<file path="config.mk">
export PLATFORM = sky130hd
export DESIGN_NAME = eight_bit_alu_with_flags
export DESIGN_NICKNAME = d
export VERILOG_FILES = /design/src/alu8f_pkg.sv /design/src/alu8f_core.sv /design/src/eight_bit_alu_with_flags.sv
export SDC_FILE = /design/constraint.sdc
export NUM_CORES = 1
export LEC_CHECK = 0
export CAP_MARGIN = 20
export CORE_UTILIZATION = 30
export CTS_CLUSTER_SIZE = 30
export DETAILED_ROUTE_END_ITERATION = 12
export DONT_BUFFER_PORTS = 1
export SYNTH_ARGS = -nofsm -noshare
export SYNTH_HDL_FRONTEND = slang
export SYNTH_SLANG_ARGS = --single-unit
</file>
<file path="constraint.sdc">
create_clock -name clk -period 9 [get_ports clk]
set_clock_uncertainty 0.2 [all_clocks]
set_input_delay 0.45 -clock clk [delete_from_list [all_inputs] [get_ports clk]]
set_output_delay 0.45 -clock clk [all_outputs]
set_load 0.01 [all_outputs]
</file>
<file path="src/alu8f_pkg.sv">
package alu8f_pkg;

    // Operation codes
    typedef enum logic [4:0] {
        OP_ADD   = 5'd0,
        OP_ADC   = 5'd1,
        OP_SUB   = 5'd2,
        OP_SBC   = 5'd3,
        OP_AND   = 5'd4,
        OP_XOR   = 5'd5,
        OP_OR    = 5'd6,
        OP_CP    = 5'd7,
        OP_INC   = 5'd8,
        OP_DEC   = 5'd9,
        OP_DAA   = 5'd10,
        OP_CPL   = 5'd11,
        OP_RLCA  = 5'd12,
        OP_RLA   = 5'd13,
        OP_RRCA  = 5'd14,
        OP_RRA   = 5'd15,
        OP_RLC   = 5'd16,
        OP_RL    = 5'd17,
        OP_RRC   = 5'd18,
        OP_RR    = 5'd19,
        OP_SLA   = 5'd20,
        OP_SRA   = 5'd21,
        OP_SRL   = 5'd22,
        OP_SWAP  = 5'd23,
        OP_BIT   = 5'd24,
        OP_RES   = 5'd25,
        OP_SET   = 5'd26,
        OP_ADD16 = 5'd27,
        OP_ADDSP = 5'd28,
        OP_ADDRL = 5'd29
    } op_t;

    // Flag bit positions
    localparam int unsigned FLAG_Z = 3;
    localparam int unsigned FLAG_N = 2;
    localparam int unsigned FLAG_H = 1;
    localparam int unsigned FLAG_C = 0;

    // Stream widths
    localparam int unsigned IN_DATA_W  = 40;
    localparam int unsigned IN_USER_W  = 5;
    localparam int unsigned OUT_DATA_W = 24;

    // One ALU request
    typedef struct packed {
        op_t         op;
        logic [15:0] operand_a;
        logic [15:0] operand_b;
        logic [2:0]  bit_index;
        logic [3:0]  flags_in;
    } alu8f_req_t;

    // One ALU answer
    typedef struct packed {
        logic [15:0] result;
        logic [3:0]  flags_out;
    } alu8f_rsp_t;

endpackage

</file>
<file path="src/alu8f_core.sv">
module alu8f_core (
    input  alu8f_pkg::alu8f_req_t req,
    output alu8f_pkg::alu8f_rsp_t rsp
);
    import alu8f_pkg::*;

    logic [7:0]  a;
    logic [7:0]  b;
    logic        cin;
    logic [15:0] sb;
    logic [8:0]  sum9;
    logic [8:0]  dif9;
    logic [7:0]  r8;
    logic [16:0] sum17;
    logic [15:0] rel16;
    logic [4:0]  nib5;
    logic        daa_lo;
    logic [8:0]  daa_t1;
    logic        daa_hi;
    logic [9:0]  daa_t2;
    logic [7:0]  daa_sub;
    logic [3:0]  f;
    logic [15:0] r;

    assign a   = req.operand_a[7:0];
    assign b   = req.operand_b[7:0];
    assign cin = req.flags_in[FLAG_C];
    assign sb  = {{8{b[7]}}, b};

    // Shared adders
    assign sum9  = {1'b0, a} + {1'b0, b}
                 + {8'd0, (req.op == OP_ADC) ? cin : 1'b0};
    assign dif9  = {1'b0, a} - {1'b0, b}
                 - {8'd0, (req.op == OP_SBC) ? cin : 1'b0};
    assign sum17 = {1'b0, req.operand_a} + {1'b0, req.operand_b};
    assign rel16 = req.operand_a + sb;
    assign nib5  = {1'b0, req.operand_a[3:0]} + {1'b0, b[3:0]};

    // Decimal adjust, addition side
    assign daa_lo = req.flags_in[FLAG_H] || (a[3:0] > 4'h9);
    assign daa_t1 = {1'b0, a} + (daa_lo ? 9'h006 : 9'h000);
    assign daa_hi = cin || (daa_t1 > 9'h09F);
    assign daa_t2 = {1'b0, daa_t1} + (daa_hi ? 10'h060 : 10'h000);
    // Decimal adjust, subtraction side
    assign daa_sub = a - (req.flags_in[FLAG_H] ? 8'h06 : 8'h00)
                       - (cin ? 8'h60 : 8'h00);

    always_comb
    begin
        r8 = 8'd0;
        r  = 16'd0;
        f  = req.flags_in;
        unique case (req.op)
            OP_ADD, OP_ADC:
            begin
                r8 = sum9[7:0];
                r  = {8'd0, r8};
                f  = {r8 == 8'd0, 1'b0, (a[4] ^ b[4] ^ sum9[4]), sum9[8]};
            end
            OP_SUB, OP_SBC, OP_CP:
            begin
                r8 = dif9[7:0];
                r  = (req.op == OP_CP) ? req.operand_a : {8'd0, r8};
                f  = {r8 == 8'd0, 1'b1, (a[4] ^ b[4] ^ dif9[4]), dif9[8]};
            end
            OP_AND:
            begin
                r8 = a & b;
                r  = {8'd0, r8};
                f  = {r8 == 8'd0, 1'b0, 1'b1, 1'b0};
            end
            OP_XOR:
            begin
                r8 = a ^ b;
                r  = {8'd0, r8};
                f  = {r8 == 8'd0, 3'b000};
            end
            OP_OR:
            begin
                r8 = a | b;
                r  = {8'd0, r8};
                f  = {r8 == 8'd0, 3'b000};
            end
            OP_INC:
            begin
                r8 = a + 8'd1;
                r  = {8'd0, r8};
                f  = {r8 == 8'd0, 1'b0, r8[3:0] == 4'h0, cin};
            end
            OP_DEC:
            begin
                r8 = a - 8'd1;
                r  = {8'd0, r8};
                f  = {r8 == 8'd0, 1'b1, r8[3:0] == 4'hF, cin};
            end
            OP_DAA:
            begin
                if (req.flags_in[FLAG_N])
                begin
                    r8 = daa_sub;
                    f  = {r8 == 8'd0, 1'b1, 1'b0, cin};
                end
                else
                begin
                    r8 = daa_t2[7:0];
                    f  = {r8 == 8'd0, 1'b0, 1'b0, cin | (daa_t2[9:8] != 2'b00)};
                end
                r = {8'd0, r8};
            end
            OP_CPL:
            begin
                r8 = ~a;
                r  = {8'd0, r8};
                f  = {req.flags_in[FLAG_Z], 1'b1, 1'b1, cin};
            end
            OP_RLCA, OP_RLC:
            begin
                r8 = {a[6:0], a[7]};
                r  = {8'd0, r8};
                f  = {(req.op == OP_RLC) && (r8 == 8'd0), 2'b00, a[7]};
            end
            OP_RLA, OP_RL:
            begin
                r8 = {a[6:0], cin};
                r  = {8'd0, r8};
                f  = {(req.op == OP_RL) && (r8 == 8'd0), 2'b00, a[7]};
            end
            OP_RRCA, OP_RRC:
            begin
                r8 = {a[0], a[7:1]};
                r  = {8'd0, r8};
                f  = {(req.op == OP_RRC) && (r8 == 8'd0), 2'b00, a[0]};
            end
            OP_RRA, OP_RR:
            begin
                r8 = {cin, a[7:1]};
                r  = {8'd0, r8};
                f  = {(req.op == OP_RR) && (r8 == 8'd0), 2'b00, a[0]};
            end
            OP_SLA:
            begin
                r8 = {a[6:0], 1'b0};
                r  = {8'd0, r8};
                f  = {r8 == 8'd0, 2'b00, a[7]};
            end
            OP_SRA:
            begin
                r8 = {a[7], a[7:1]};
                r  = {8'd0, r8};
                f  = {r8 == 8'd0, 2'b00, a[0]};
            end
            OP_SRL:
            begin
                r8 = {1'b0, a[7:1]};
                r  = {8'd0, r8};
                f  = {r8 == 8'd0, 2'b00, a[0]};
            end
            OP_SWAP:
            begin
                r8 = {a[3:0], a[7:4]};
                r  = {8'd0, r8};
                f  = {r8 == 8'd0, 3'b000};
            end
            OP_BIT:
            begin
                r = req.operand_a;
                f = {~a[req.bit_index], 1'b0, 1'b1, cin};
            end
            OP_RES:
            begin
                r8 = a;
                r8[req.bit_index] = 1'b0;
                r  = {8'd0, r8};
            end
            OP_SET:
            begin
                r8 = a;
                r8[req.bit_index] = 1'b1;
                r  = {8'd0, r8};
            end
            OP_ADD16:
            begin
                r = sum17[15:0];
                f = {req.flags_in[FLAG_Z], 1'b0,
                     (req.operand_a[12] ^ req.operand_b[12] ^ sum17[12]), sum17[16]};
            end
            OP_ADDSP:
            begin
                r = rel16;
                f = {2'b00, nib5[4], sum9[8]};
            end
            OP_ADDRL:
            begin
                r = rel16;
            end
            default:
            begin
                // unused codes: zero result, flags untouched
                r = 16'd0;
            end
        endcase
    end

    assign rsp.result    = r;
    assign rsp.flags_out = f;

endmodule

</file>
<file path="src/eight_bit_alu_with_flags.sv">
// Channel   Dir  tdata (low bit up)                                   tuser
// s_axis    in   operand_a[15:0] operand_b[31:16] bit_index[34:32]    op[4:0]
//                flags_in[38:35], zero pad [39]
// m_axis    out  result[15:0] flags_out[19:16], zero pad [23:20]      -
//
// One request per clock sustained while m_axis is not stalled; each request
// passes the input register, then the result register, before m_axis_tvalid
// rises.
// Reset clears both valid bits only; payload registers are not reset.
// A stall on m_axis holds the result; the input register still takes one
// more request if it is empty, then s_axis_tready drops.
module eight_bit_alu_with_flags (
    input  logic                                  clk,
    input  logic                                  rst_n,
    input  logic                                  s_axis_tvalid,
    output logic                                  s_axis_tready,
    // operand_a, operand_b, bit_index, flags_in, zero pad
    input  logic [alu8f_pkg::IN_DATA_W-1:0]       s_axis_tdata,
    // op
    input  logic [alu8f_pkg::IN_USER_W-1:0]       s_axis_tuser,
    output logic                                  m_axis_tvalid,
    input  logic                                  m_axis_tready,
    // result, flags_out, zero pad
    output logic [alu8f_pkg::OUT_DATA_W-1:0]      m_axis_tdata
);
    import alu8f_pkg::*;

    alu8f_req_t req_reg;
    alu8f_req_t req_next;
    logic       req_valid_reg;
    logic       req_valid_next;
    alu8f_rsp_t rsp;
    alu8f_rsp_t out_reg;
    logic       out_valid_reg;
    logic       out_valid_next;
    logic       s_accept;
    logic       out_advance;

    // Handshake control
    assign out_advance   = !out_valid_reg || m_axis_tready;
    assign s_axis_tready = !req_valid_reg || out_advance;
    assign s_accept      = s_axis_tvalid && s_axis_tready;

    // Unpack the incoming request
    always_comb
    begin
        req_next.op        = op_t'(s_axis_tuser);
        req_next.operand_a = s_axis_tdata[15:0];
        req_next.operand_b = s_axis_tdata[31:16];
        req_next.bit_index = s_axis_tdata[34:32];
        req_next.flags_in  = s_axis_tdata[38:35];
    end

    // Valid bits next state
    always_comb
    begin
        if (s_accept)
            req_valid_next = 1'b1;
        else if (out_advance)
            req_valid_next = 1'b0;
        else
            req_valid_next = req_valid_reg;
        out_valid_next = out_advance ? req_valid_reg : out_valid_reg;
    end

    always_ff @(posedge clk or negedge rst_n)
    begin
        if (!rst_n)
        begin
            req_valid_reg <= 1'b0;
            out_valid_reg <= 1'b0;
        end
        else
        begin
            req_valid_reg <= req_valid_next;
            out_valid_reg <= out_valid_next;
        end
    end

    // Payload registers
    always_ff @(posedge clk)
    begin
        if (s_accept)
            req_reg <= req_next;
        if (out_advance && req_valid_reg)
            out_reg <= rsp;
    end

    alu8f_core u_core (
        .req (req_reg),
        .rsp (rsp)
    );

    assign m_axis_tvalid = out_valid_reg;
    assign m_axis_tdata  = {4'd0, out_reg.flags_out, out_reg.result};

endmodule

</file>
==> key figures <==
Cells and area
  – Commonest non-fill, non-tap cell in the layout: nor2_1
  – Design area: 7750 sq um
  – Share of cells above drive strength 1: 5.98%
  – P&R area growth vs syn: 14.9%
  – Max FFs per register: between 40 and 50
  – Antenna Cells: 0
  – Non-Filler Instances: 1083
  – Commonest cells after routing, fill and taps aside: nor2_1 (65), edfxtp_1 (64), ha_1 (62)
  – Layout Nets: 916

Clocking
  – H-Tree Depth: 3
  – CTS resizes: 0
  – CTS buffer count: 9
  – CTS Root Cell: clkbuf_16
  – Post-CTS setup repair buffer count: 0
  – CTS tree: built
  – Clk slew on worst S/H paths: around 60 ps
  – CTS Sinks: 66
  – Insertion delay to the later sink of the worst-skew pair: 350 ps
  – CTS Hold Bufs: 45
  – Clk buf depth: 2

GRT
  – Routing usage on met2: between 30% and 40%
  – Vias in the first global route: about 6100
  – Initial antenna violation count: 0
  – Grt met3 use: 3.62%
  – GRT Util Overall: 20.1%
  – First-pass GRT wire length: 35900 um
  – GR Overflow Total: 0
  – Met1 usage: between 20% and 30%
  – Largest net degree at the start of global routing: 45
  – Gr busiest metal: met2

Synth
  – Mean post-synth cell area: 8.68 sq um
  – Netlist Area Pre-Place: 6740 sq um
  – Cells after Synth: 777
  – Synth warn: 0
  – Ys async rst share: 3.03%
  – Sequential fraction of the synthesis area: slightly below 30%
  – Synth Register Bits: 66
  – Post-synth EDFFs: between 60 and 70
  – Post-synth cell types: 77
  – Post-synth top flop: edfxtp_1

Drt
  – Drt drc: 4
  – WL per Instance: approximately 22 um
  – Vias: ~6500
  – DRT Wirelength: approximately 23000 um
  – Post-detailed-route via-to-cell ratio: 5.97
  – DRT iter0 DRCs: 992
  – Drt first pass iters: 10
  – Antenna Nets Post-Route: 0

Die
  – Initial core utilization: 30.7%
  – I/O pins: between 70 and 80
  – CORE AREA: 22000 sq um
  – Die width: between 150 and 200 um
  – Die Area: about 23000 sq um
  – Num rows: 54
  – Die Y: ~150 um

Critical path
  – Worst path max stage delay: 920 ps
  – Critical path peak fanout: 22
  – Crit-path cells: inv_1 -> o21ai_0 -> a21o_1 -> ha_1 -> inv_1 -> fa_1 -> nor2_1 -> xnor2_1 -> o21a_1 -> o21ai_0 -> nand2b_1 -> ha_1 -> fa_1 -> xnor2_1 -> xnor2_1 -> o21ai_0 -> nor3_1 -> o311ai_1 -> o32a_1
  – Reg2reg setup slack: 3310 ps
  – Worst EP arrival: 5590 ps
  – Crit. End Element: flip-flop
  – CP startpoint kind: flip-flop
  – Worst Path Class, Setup: reg2reg
  – Slowest cell on crit path: edfxtp_1
  – Worst Path Required: 8900 ps

Placed design
  – Pre-CTS setup slack: 3470 ps
  – DP HPWL: 17100 um
  – Post-Place Cells: 1021
  – Area after DPL: 6960 sq um
  – Port-buffer cells: 0
  – GP Congestion: 1.01

Hold path
  – Hold crit path type: in2reg

STA
  – Setup tns final: 0 ps
  – Final setup fails: 0
  – Max-slew violations: 0
  – Max-Slew Margin vs Limit: 30.6%
  – Final WS setup: 3310 ps
  – Post-layout min period: 5690 ps
  – Hold Vio Cnt, Final: 0
  – Part of the cycle the worst path needs: 63.2%
  – Worst-Margin Slew: 1020 ps
  – Final Hold Slack: 7.90 ps
  – RSZ-0062 raised after global routing: false
  – FMAX: 176 MHz

Pwr
  – Pwr/cell area: 150 nW/um^2
  – P_leak: 2.86 nW
  – Max IR drop VDD: 0.0000914 V

Outcome
  – Status: finished, violations left
  – Failing checks: design-rule violations

Flow run
  – Max-cap violation count: 0
-- through the flow --
step           utilization [%]  total power [mW]
2_1_floorplan                -             0.653
3_3_place_gp              31.7             0.747
3_5_place_dp              31.7             0.748
4_1_cts                   35.2              1.16
5_1_grt                   35.3              1.21
6_report                  35.3              1.16
-- worst max-delay path, delay by kind of cell (launching register included) --
family	cells	cell delay, ps
compound gates	7	1440
flops	1	920
buf+inv	2	440
simple gates	3	540
xor+xnor	3	590
fa+ha+maj	4	1310
-- cell families after synthesis --
group,after synthesis,synth area share [%]
AND/OR/NAND/NOR,262,19.9
AO/OA/AOI/OAI,229,23.5
buffers and inverters,88,5.42
adder cells (fa/ha/maj),69,13.6
flip-flops,66,29.2
XOR/XNOR,53,6.88
multiplexers,9,1.39
other,1,0.0556
-- cell type report --
class                   count  area (sq um)
clock buffers              10           229
inverters                  40           150
repair buffers             55           538
fillers                  2220         14200
clock inverters             6          90.1
flip-flops and latches     66          1970
well taps                 280           350
multi-input cells         626          4420
-- path summary, 6_finish.rpt --
check | start | end | cells past startpoint
max | req_reg[25] | m_axis_tdata[19] | 19
min | s_axis_tvalid | req_valid_reg | 1
max reg2reg | req_reg[25] | m_axis_tdata[19] | 19
min reg2reg | req_valid_reg | m_axis_tvalid | 1
max in group asynchronous | rst_n | m_axis_tvalid | 1
min in group asynchronous | rst_n | req_valid_reg | 1
-- routing by layer --
layer / share of wire (%) / up-vias / routed length (um)
met1: 43 / 3036 / 9950
met5: 0 / - / 0
li1: - / 2956 / -
met2: 44 / 394 / 10200
met3: 8.7 / 84 / 2020
met4: 4.8 / 0 / 1130
-- cell usage after synthesis, drive strengths merged (4+ instances only) --
cell type / number / share of area, %
a22oi: 6 / 0.67
fa: 7 / 2.1
o21a: 6 / 0.67
nand2b: 20 / 1.9
nand2: 57 / 3.2
a222oi: 4 / 0.59
a31oi: 6 / 0.56
edfxtp: 64 / 29
nand3b: 4 / 0.45
and2: 4 / 0.37
o22ai: 14 / 1.3
a2111oi: 5 / 0.74
a21oi: 45 / 3.5
clkbuf: 21 / 1.2
nand3: 24 / 1.8
a221o: 8 / 1.2
a221oi: 11 / 1.4
nor2: 66 / 3.7
o21ai: 54 / 4.0
nor3b: 5 / 0.56
a21o: 15 / 1.7
ha: 62 / 12
buf: 27 / 2.0
nand4: 17 / 1.6
or2: 8 / 0.74
nor4: 9 / 0.83
or3: 4 / 0.37
o21bai: 4 / 0.45
xor2: 18 / 2.3
xnor2: 35 / 4.5
mux2i: 6 / 0.89
a32oi: 6 / 0.78
nor3: 19 / 1.6
a211oi: 9 / 1.2
nor2b: 7 / 0.65
o211ai: 7 / 0.78
inv: 37 / 2.1
-- power breakdown --
part | leakage, nW | internal, mW | switching, mW | total, mW
Sequential | 0.641 | 0.369 | 0.0355 | 0.405
Combinational | 2.07 | 0.144 | 0.220 | 0.364
Clock | 0.153 | 0.244 | 0.147 | 0.390
Total | 2.86 | 0.757 | 0.403 | 1.16
Note: power is estimated with default switching activity, not from simulation.
